## src/rtl/assert_macros.svh

```systemverilog
// Assertion macros used by the allocator top level.
// Unless SYNTH is defined, each macro checks a property on the rising clock edge and is disabled during reset.
`ifndef ASSERT_MACROS_SVH
`define ASSERT_MACROS_SVH

`ifndef SYNTH

// The condition must hold at every clock edge.
`define ASSERT_ALWAYS(lbl, clk, rst, cond) \
   lbl: assert property (@(posedge clk) disable iff (rst) (cond)) \
      else $error("assertion failed");

// When the antecedent holds, the consequent must hold in the next cycle.
`define ASSERT_NEXT(lbl, clk, rst, ante, cons) \
   lbl: assert property (@(posedge clk) disable iff (rst) (ante) |=> (cons)) \
      else $error("assertion failed");

// When the antecedent holds, the consequent must hold in the same cycle.
`define ASSERT_SAME(lbl, clk, rst, ante, cons) \
   lbl: assert property (@(posedge clk) disable iff (rst) (ante) |-> (cons)) \
      else $error("assertion failed");

`else

`define ASSERT_ALWAYS(lbl, clk, rst, cond)
`define ASSERT_NEXT(lbl, clk, rst, ante, cons)
`define ASSERT_SAME(lbl, clk, rst, ante, cons)

`endif

`endif

```

## src/rtl/pba_pkg.sv

```systemverilog
package pba_pkg;

   // Map geometry.
   localparam int MAP_WORDS   = 16;
   localparam int WORD_BITS   = 32;
   localparam int WORD_IDX_W  = $clog2(MAP_WORDS);
   localparam int BIT_IDX_W   = $clog2(WORD_BITS);
   localparam int PAGE_W      = WORD_IDX_W + BIT_IDX_W;
   localparam int TOTAL_PAGES = MAP_WORDS * WORD_BITS;
   localparam int COUNT_W     = PAGE_W + 1;

   // Field widths.
   localparam int OP_W     = 2;
   localparam int STATUS_W = 2;

   // Operation codes.
   localparam logic [OP_W-1:0] OP_INIT  = 2'd0;
   localparam logic [OP_W-1:0] OP_ALLOC = 2'd1;
   localparam logic [OP_W-1:0] OP_FREE  = 2'd2;

   // Status codes.
   localparam logic [STATUS_W-1:0] ST_OK      = 2'd0;
   localparam logic [STATUS_W-1:0] ST_EMPTY   = 2'd1;
   localparam logic [STATUS_W-1:0] ST_BADFREE = 2'd2;

   // Sequencer states.
   typedef enum logic [6:0] {
      S_IDLE     = 7'b0000001,
      S_INIT     = 7'b0000010,
      S_ALLOC_RD = 7'b0000100,
      S_ALLOC_CK = 7'b0001000,
      S_FREE_RD  = 7'b0010000,
      S_FREE_CK  = 7'b0100000,
      S_DONE     = 7'b1000000
   } state_type;

   // Everything the word unit derives from one map word.
   typedef struct packed {
      logic                 any;
      logic [BIT_IDX_W-1:0] low_bit;
      logic [WORD_BITS-1:0] cleared;
      logic [WORD_BITS-1:0] with_set;
      logic                 bit_set;
      logic [WORD_BITS-1:0] init_mask;
   } word_res_type;

endpackage

```

## src/rtl/pba_ram.sv

```systemverilog
module pba_ram #(
   parameter int WIDTH = 32,
   parameter int DEPTH = 16
) (
   input  logic                                        clock,
   input  logic                                        wr_en,
   input  logic [((DEPTH > 1) ? $clog2(DEPTH) : 1)-1:0] wr_addr,
   input  logic [WIDTH-1:0]                            wr_data,
   input  logic [((DEPTH > 1) ? $clog2(DEPTH) : 1)-1:0] rd_addr,
   output logic [WIDTH-1:0]                            rd_data
);

   logic [WIDTH-1:0] mem [DEPTH];
   logic [WIDTH-1:0] rd_data_ff;

   // One write port and one registered read port.
   always_ff @(posedge clock) begin
      if (wr_en) begin
         mem[wr_addr] <= wr_data;
      end
      rd_data_ff <= mem[rd_addr];
   end

   assign rd_data = rd_data_ff;

endmodule

```

## src/rtl/pba_word_unit.sv

```systemverilog
module pba_word_unit (
   input  logic [pba_pkg::WORD_BITS-1:0]  word,
   input  logic [pba_pkg::BIT_IDX_W-1:0]  bit_sel,
   input  logic [pba_pkg::WORD_IDX_W-1:0] word_idx,
   input  logic [pba_pkg::COUNT_W-1:0]    first_page,
   output pba_pkg::word_res_type          res
);

   import pba_pkg::*;

   logic [BIT_IDX_W-1:0]           low_bit;
   logic [COUNT_W-BIT_IDX_W-1:0]   first_word;
   logic [COUNT_W-BIT_IDX_W-1:0]   this_word;

   // Lowest set bit of the word; the scan runs downward so the lowest wins.
   always_comb begin
      low_bit = '0;
      for (int i = WORD_BITS - 1; i >= 0; i--) begin
         if (word[i]) begin
            low_bit = BIT_IDX_W'(i);
         end
      end
   end

   assign first_word = first_page[COUNT_W-1:BIT_IDX_W];
   assign this_word  = (COUNT_W - BIT_IDX_W)'(word_idx);

   // Bit edits and the init pattern for the addressed word.
   always_comb begin
      res.any      = |word;
      res.low_bit  = low_bit;
      res.cleared  = word & ~(WORD_BITS'(1) << low_bit);
      res.with_set = word | (WORD_BITS'(1) << bit_sel);
      res.bit_set  = word[bit_sel];
      if (first_word > this_word) begin
         res.init_mask = '0;
      end else if (first_word == this_word) begin
         res.init_mask = {WORD_BITS{1'b1}} << first_page[BIT_IDX_W-1:0];
      end else begin
         res.init_mask = {WORD_BITS{1'b1}};
      end
   end

endmodule

```

## src/rtl/page_bitmap_allocator_top.sv

```systemverilog
// Channel   Direction  Handshake            Payload
// req       in         req_valid/req_ready  req_op, req_page
// rsp       out        rsp_valid/rsp_ready  rsp_status, rsp_alloc_page, rsp_free_count
// csr       in         csr_we               csr_wdata (first free page)
//
// One word is taken at a time; the map RAM's registered read sets the pace.
// Init writes one map word per cycle.
// Allocate reads and checks up to MAP_WORDS words in turn; free checks one word.
// After reset every page is in use; the map needs no clearing pass.
// A new word is accepted while the previous result still waits on rsp_ready.
module page_bitmap_allocator_top (
   input  logic                           clock,
   input  logic                           reset,
   input  logic                           req_valid,
   output logic                           req_ready,
   input  logic [pba_pkg::OP_W-1:0]       req_op,
   input  logic [pba_pkg::PAGE_W-1:0]     req_page,
   output logic                           rsp_valid,
   input  logic                           rsp_ready,
   output logic [pba_pkg::STATUS_W-1:0]   rsp_status,
   output logic [pba_pkg::PAGE_W-1:0]     rsp_alloc_page,
   output logic [pba_pkg::COUNT_W-1:0]    rsp_free_count,
   input  logic                           csr_we,
   input  logic [pba_pkg::COUNT_W-1:0]    csr_wdata
);

   import pba_pkg::*;

`include "assert_macros.svh"

   state_type               state_ff, state_in;
   logic [COUNT_W-1:0]      first_ff;
   logic [COUNT_W-1:0]      count_ff, count_in;
   logic [WORD_IDX_W-1:0]   search_ff, search_in;
   logic [WORD_IDX_W-1:0]   idx_ff, idx_in;
   logic [WORD_IDX_W-1:0]   scan_cnt_ff, scan_cnt_in;
   logic [PAGE_W-1:0]       page_ff, page_in;
   logic [STATUS_W-1:0]     res_status_ff, res_status_in;
   logic [PAGE_W-1:0]       res_page_ff, res_page_in;
   logic [MAP_WORDS-1:0]    valid_ff, valid_in;
   logic                    rd_valid_ff;
   logic                    rsp_valid_ff, rsp_valid_in;
   logic [STATUS_W-1:0]     rsp_status_ff;
   logic [PAGE_W-1:0]       rsp_page_ff;
   logic [COUNT_W-1:0]      rsp_count_ff;

   logic                    wr_en;
   logic [WORD_IDX_W-1:0]   wr_addr;
   logic [WORD_BITS-1:0]    wr_data;
   logic [WORD_IDX_W-1:0]   rd_addr;
   logic [WORD_BITS-1:0]    rd_data;
   logic [WORD_BITS-1:0]    rd_word;
   logic [WORD_IDX_W-1:0]   page_word;
   logic                    rsp_load;
   logic [WORD_IDX_W-1:0]   idx_next;
   word_res_type            wu_res;

   assign page_word = page_ff[PAGE_W-1:BIT_IDX_W];
   assign idx_next  = (idx_ff == WORD_IDX_W'(MAP_WORDS - 1)) ? '0 : idx_ff + 1'b1;

   // Map storage; a word never written since reset reads as all in use.
   pba_ram #(
      .WIDTH (WORD_BITS),
      .DEPTH (MAP_WORDS)
   ) u_map (
      .clock   (clock),
      .wr_en   (wr_en),
      .wr_addr (wr_addr),
      .wr_data (wr_data),
      .rd_addr (rd_addr),
      .rd_data (rd_data)
   );

   assign rd_addr = (state_ff == S_FREE_RD) ? page_word : idx_ff;
   assign rd_word = rd_valid_ff ? rd_data : '0;

   // Shared unit that works on the word just read and builds the init pattern.
   pba_word_unit u_word (
      .word       (rd_word),
      .bit_sel    (page_ff[BIT_IDX_W-1:0]),
      .word_idx   (idx_ff),
      .first_page (first_ff),
      .res        (wu_res)
   );

   assign req_ready = (state_ff == S_IDLE);
   assign rsp_load  = (state_ff == S_DONE) && (!rsp_valid_ff || rsp_ready);

   // Sequencer.
   always_comb begin
      state_in      = state_ff;
      count_in      = count_ff;
      search_in     = search_ff;
      idx_in        = idx_ff;
      scan_cnt_in   = scan_cnt_ff;
      page_in       = page_ff;
      res_status_in = res_status_ff;
      res_page_in   = res_page_ff;
      valid_in      = valid_ff;
      wr_en         = 1'b0;
      wr_addr       = idx_ff;
      wr_data       = wu_res.init_mask;
      case (state_ff)
         S_IDLE: begin
            if (req_valid) begin
               page_in       = req_page;
               res_status_in = ST_OK;
               res_page_in   = '0;
               case (req_op)
                  OP_INIT: begin
                     idx_in   = '0;
                     state_in = S_INIT;
                  end
                  OP_ALLOC: begin
                     if (count_ff == '0) begin
                        res_status_in = ST_EMPTY;
                        state_in      = S_DONE;
                     end else begin
                        idx_in      = search_ff;
                        scan_cnt_in = '0;
                        state_in    = S_ALLOC_RD;
                     end
                  end
                  OP_FREE: begin
                     state_in = S_FREE_RD;
                  end
                  default: begin
                     state_in = S_DONE;
                  end
               endcase
            end
         end
         S_INIT: begin
            wr_en            = 1'b1;
            wr_addr          = idx_ff;
            wr_data          = wu_res.init_mask;
            valid_in[idx_ff] = 1'b1;
            idx_in           = idx_next;
            if (idx_ff == WORD_IDX_W'(MAP_WORDS - 1)) begin
               if (first_ff >= COUNT_W'(TOTAL_PAGES)) begin
                  count_in = '0;
               end else begin
                  count_in = COUNT_W'(TOTAL_PAGES) - first_ff;
               end
               state_in = S_DONE;
            end
         end
         S_ALLOC_RD: begin
            state_in = S_ALLOC_CK;
         end
         S_ALLOC_CK: begin
            if (wu_res.any) begin
               wr_en            = 1'b1;
               wr_addr          = idx_ff;
               wr_data          = wu_res.cleared;
               valid_in[idx_ff] = 1'b1;
               search_in        = idx_ff;
               count_in         = count_ff - 1'b1;
               res_page_in      = {idx_ff, wu_res.low_bit};
               state_in         = S_DONE;
            end else if (scan_cnt_ff == WORD_IDX_W'(MAP_WORDS - 1)) begin
               res_status_in = ST_EMPTY;
               state_in      = S_DONE;
            end else begin
               idx_in      = idx_next;
               scan_cnt_in = scan_cnt_ff + 1'b1;
               state_in    = S_ALLOC_RD;
            end
         end
         S_FREE_RD: begin
            state_in = S_FREE_CK;
         end
         S_FREE_CK: begin
            if ((COUNT_W'(page_ff) >= COUNT_W'(TOTAL_PAGES)) || wu_res.bit_set) begin
               res_status_in = ST_BADFREE;
            end else begin
               wr_en               = 1'b1;
               wr_addr             = page_word;
               wr_data             = wu_res.with_set;
               valid_in[page_word] = 1'b1;
               count_in            = count_ff + 1'b1;
            end
            state_in = S_DONE;
         end
         S_DONE: begin
            if (rsp_load) begin
               state_in = S_IDLE;
            end
         end
         default: begin
            state_in = S_IDLE;
         end
      endcase
   end

   // Output register valid.
   always_comb begin
      rsp_valid_in = rsp_valid_ff;
      if (rsp_load) begin
         rsp_valid_in = 1'b1;
      end else if (rsp_ready) begin
         rsp_valid_in = 1'b0;
      end
   end

   // Control state.
   always_ff @(posedge clock) begin
      if (reset) begin
         state_ff     <= S_IDLE;
         first_ff     <= '0;
         count_ff     <= '0;
         search_ff    <= '0;
         valid_ff     <= '0;
         rd_valid_ff  <= 1'b0;
         rsp_valid_ff <= 1'b0;
      end else begin
         state_ff     <= state_in;
         count_ff     <= count_in;
         search_ff    <= search_in;
         valid_ff     <= valid_in;
         rd_valid_ff  <= valid_ff[rd_addr];
         rsp_valid_ff <= rsp_valid_in;
         if (csr_we) begin
            first_ff <= csr_wdata;
         end
      end
   end

   // Working and result payload.
   always_ff @(posedge clock) begin
      idx_ff        <= idx_in;
      scan_cnt_ff   <= scan_cnt_in;
      page_ff       <= page_in;
      res_status_ff <= res_status_in;
      res_page_ff   <= res_page_in;
      if (rsp_load) begin
         rsp_status_ff <= res_status_ff;
         rsp_page_ff   <= res_page_ff;
         rsp_count_ff  <= count_ff;
      end
   end

   assign rsp_valid      = rsp_valid_ff;
   assign rsp_status     = rsp_status_ff;
   assign rsp_alloc_page = rsp_page_ff;
   assign rsp_free_count = rsp_count_ff;

   // The free count never exceeds the number of pages in the map.
   `ASSERT_ALWAYS(a_count_range, clock, reset, count_ff <= COUNT_W'(TOTAL_PAGES))

   // A successful allocation takes exactly one page from the count.
   `ASSERT_NEXT(a_alloc_count, clock, reset, (state_ff == S_ALLOC_CK) && wu_res.any,
      count_ff == $past(count_ff) - 1'b1)

   // A failed allocation always reports page zero.
   `ASSERT_SAME(a_empty_page, clock, reset, rsp_valid_ff && (rsp_status_ff == ST_EMPTY),
      rsp_page_ff == '0)

endmodule

```

## config.mk

```make
export PLATFORM = sky130hd
export DESIGN_NAME = page_bitmap_allocator_top
export DESIGN_NICKNAME = d
export VERILOG_FILES = /design/src/rtl/pba_pkg.sv /design/src/rtl/pba_ram.sv /design/src/rtl/pba_word_unit.sv /design/src/rtl/page_bitmap_allocator_top.sv
export VERILOG_INCLUDE_DIRS = /design/src /design/src/rtl
export SDC_FILE = /design/constraint.sdc
export NUM_CORES = 1
export LEC_CHECK = 0
export BUFFER_PORTS_ARGS = -buffer_cell sky130_fd_sc_hd__buf_2
export CORE_AREA = 3 3 337 339
export DETAILED_ROUTE_END_ITERATION = 8
export DIE_AREA = 0 0 340 342
export HOLD_SLACK_MARGIN = 0.06
export SLEW_MARGIN = 25
export SYNTH_ARGS = -nofsm -noshare
export SYNTH_HDL_FRONTEND = slang
export SYNTH_HIERARCHICAL = 1
export SYNTH_SLANG_ARGS = --single-unit
```

## constraint.sdc

```tcl
create_clock -name clock -period 5.5 [get_ports clock]
set_input_delay 1.1 -clock clock [delete_from_list [all_inputs] [get_ports clock]]
set_output_delay 1.1 -clock clock [all_outputs]
set_load 0.1 [all_outputs]
```

==> metrics <==
status=complete, no violations; Site Rows=122; Setup violations, final=0; Slew @ Worst Pin=1030 ps; #FFs+latches synth=642; hold depth=0; met2 routed WL=~33000 um; die width=340 um; power density over the cells=between 300 and 400 nW/um2; final instance area=32000 um2; Mapped Avg Cell Area=15.4 um2; sinks on the clock net=642; via-per-instance ratio=4.86; global-route wire length before repair=109000 um; post-cts hold buffer count=0; vias in the first global route=16400; share of cells above drive strength 1=20.1%; CTS tree=built; Worst Path Class, Setup=reg2reg; HP Start=res_status_ff[0]$_DFFE_PP_; Slew HR=between 30% and 40%; Wirelength per Cell=21.7 um; register area share after synthesis=66.9%; Skew-Pair Late Insertion Delay=630 ps; max-cap violations=0; CP Buf/Inv Count=1; startpoint types=register; top_reg_cell synth=edfxtp_1; Gate Count Post-Synth=around 1800; number of instances in the placed design=3265; Synth Cell Area=roughly 28000 um2; root buf cell=clkbuf_16; Syn. warnings=6; max-slew violations=0; Routed Antenna Nets=0; Residual DRC=0; Worst Reg-to-Reg Cells=9; Tightest Hold Check Type=reg2reg; area delta synth->final=15.8%; worst hold endpoint=rsp_status[0]$_DFFE_PP_; Tmin final=between 4000 and 5000 ps; Initial Util=between 20 and 25%; fmax=0.210 GHz; top routing layer in use=met4; unrepaired setup endpoints after global routing=no; CTS Buf Count=67; nets=1891; Setup WS pre-CTS=767 ps; GPL Wtd Cong=0.921; period utilisation layout=86.7%; Inserted Diodes=0; postcts setup bufs=0; synth unique cells=between 80 and 90; largest net degree at the start of global routing=a little over 80; DRT Wirelength=around 74000 um; Post-synth EDFFs=around 560; Die Y=342 um; critical path required time=5810 ps; R2R Setup Slk=730 ps; num ports=49; delay-heaviest family, CP=multiplexers; GR Overflow Total=0; M1 WL=32900 um; Hold Vio Cnt, Final=0; Port Buffer Count=48; Die Area=116000 um2; H-Tree Level Count=3; DP HPWL=48600 um; Slowest Stage Delay on Critical Path=approximately 630 ps; DR vias=16500; clock slew at reported path FFs=approximately 70 ps; worst-case clock buffer depth=3; first drt pass iteration count=5; number of DRC markers in iteration 0=1688; initial antenna violation count=3; Overall Power=10.9 mW; Layout Skew=27.2 ps; Worst R2R Start=rd_valid_ff$_SDFF_PP0_; CP Cell Sequence=and2_1, mux4_2, mux4_2, mux2_2, nor2_2, mux2_2, or3b_2, nor3_4, buf_12; non-filler cells in the finished layout=3388; worst path arrival time=between 5000 and 6000 ps; placed cell area=between 20000 and 30000 um2; Pleak=around 10 nW; Core ar.=111000 um2; async set or reset register ratio after synthesis=0%; worst vdd rail ir drop=205 uV; crit path max fanout=32; wire length on met3=between 5000 and 6000 um; CTS resizes=0; CP max-delay cell=dfxtp_1; setup slack after layout=roughly 730 ps; R2R Path End=u_map/mem[0][17]$_DFFE_PP_; GRT Total Usage=12.4%; Net Count, Synth=approximately 1800; CP endpoint kind=register; hold slack=421 ps
## per-stage QoR
step                      util (%)  TNS (ps)
after floorplan                  -    -19380
after global placement        26.9         0
after detailed placement      26.9         0
after CTS                     28.9         0
after global routing          28.9         0
final                         28.9         0
## sequential cells by signal, summed over array words and instances (netlist names), 2 cells and up
register / flops
idx_ff: 4
first_ff: 10
u_map/rd_data: 32
res_page_ff: 9
page_ff: 9
scan_cnt_ff: 4
res_status_ff: 2
state_ff: 7
count_ff: 10
rsp_alloc_page: 9
valid_ff: 16
rsp_free_count: 10
rsp_status: 2
u_map/mem: 512
search_ff: 4
## how the worst max path moves through the flow
stage | cells past startpoint | slack (ps) | start | to
floorplan | 10 | -200 | page_ff[0]$_DFFE_PP_ | u_map/mem[12][0]$_DFFE_PP_
global placement | 9 | 820 | rd_valid_ff$_SDFF_PP0_ | u_map/mem[0][19]$_DFFE_PP_
detailed placement | 9 | 770 | rd_valid_ff$_SDFF_PP0_ | u_map/mem[0][17]$_DFFE_PP_
CTS | 9 | 740 | rd_valid_ff$_SDFF_PP0_ | u_map/mem[0][17]$_DFFE_PP_
global route | 9 | 530 | rd_valid_ff$_SDFF_PP0_ | u_map/mem[0][6]$_DFFE_PP_
finish | 9 | 730 | rd_valid_ff$_SDFF_PP0_ | u_map/mem[0][17]$_DFFE_PP_
## cell type report
type	instances	area [um2]
multi-input cells	1022	8680
repair buffers	82	683
flip-flops and latches	642	18500
inverters	31	124
well taps	1488	1860
clock buffers	80	1770
clock inverters	43	390
fillers	10900	78700
## routing by layer
layer	up-vias	GRT usage, %
met5	-	0
met4	0	3.09
met3	100	2.52
met2	726	18.9
met1	8480	18.0
li1	7157	-
## synth_stat cells, types with 4 or more instances
master    count  area share (%)
a211oi_1      9            0.24
a21boi_0      6            0.16
a21o_1       16            0.44
a21oi_1      44            0.80
a22oi_1      99             2.7
a31oi_1       9            0.20
and2_1       53             1.2
and3_1        8            0.18
buf_1        12            0.16
buf_2        10            0.18
buf_4        14            0.38
buf_6         7            0.29
clkbuf_1     59            0.80
dfxtp_1      81             5.9
edfxtp_1    561              61
ha_1         18            0.82
inv_1        29            0.39
mux2_2        4            0.16
mux2i_1      22            0.80
mux4_2      138              11
nand2_1     164             2.2
nand2b_1     12            0.27
nand3_1      54            0.98
nand3b_1      6            0.16
nand4_1       7            0.16
nor2_1      102             1.4
nor2b_1      21            0.48
nor3_1       17            0.31
nor3b_1       4            0.11
nor4_1        8            0.18
o211ai_1      5            0.14
o21a_1       15            0.41
o21ai_0      55             1.0
o21ai_1       4           0.073
o21bai_1     18            0.49
o31a_1        8            0.25
or2_2         5            0.11
or3_1         5            0.11
xnor2_1       8            0.25
xor2_1        7            0.22
## power by group
group / switching (mW) / internal, mW / total (mW)
Combinational: 0.716 / 0.262 / 0.978
Sequential: 0.0615 / 5.50 / 5.56
Clock: 1.96 / 2.43 / 4.39
Total: 2.73 / 8.20 / 10.9
## cell families (layout without fill, tap and decap cells)
kind of cell	after synthesis	after routing	synth area share (%)
AOI/OAI and AO/OA	327	327	8.37
and+or+nand+nor	496	496	8.88
muxes	164	164	12.2
buffers and inverters	133	236	2.23
xor gates and xnor gates	15	15	0.476
adders and majority gates	19	19	0.889
other	1	1	0.0136
DFF	642	642	66.9
## layout by cell type, fill, tap and decap left out, types with 9 or more instances in the layout
cell | Yosys | final
nand2b_1 | 12 | 12
mux4_2 | 138 | 138
a21oi_1 | 44 | 44
mux2i_1 | 22 | 22
a21o_1 | 16 | 16
clkinv_1 | 0 | 15
clkbuf_16 | 0 | 67
nand2_1 | 164 | 164
ha_1 | 18 | 18
buf_2 | 10 | 48
o21ai_0 | 55 | 54
o21a_1 | 15 | 15
inv_1 | 29 | 28
buf_4 | 14 | 19
a22oi_1 | 99 | 99
o21bai_1 | 18 | 18
dfxtp_1 | 81 | 81
clkbuf_1 | 59 | 9
buf_12 | 0 | 15
nor3_1 | 17 | 13
clkinv_2 | 0 | 14
edfxtp_1 | 561 | 561
nor2_4 | 1 | 15
a211oi_1 | 9 | 9
and2_1 | 53 | 52
nand3_1 | 54 | 54
a31oi_1 | 9 | 9
nor2_1 | 102 | 87
nor2b_1 | 21 | 19
## worst reg2reg max path: cells and delay by family, from the launching register on
family / cells / cell delay, ps
flip-flops: 1 / 630
AND/OR/NAND/NOR: 4 / 1790
multiplexers: 4 / 1770
buffers and inverters: 1 / 260
Power figures use the tool's default switching activity.
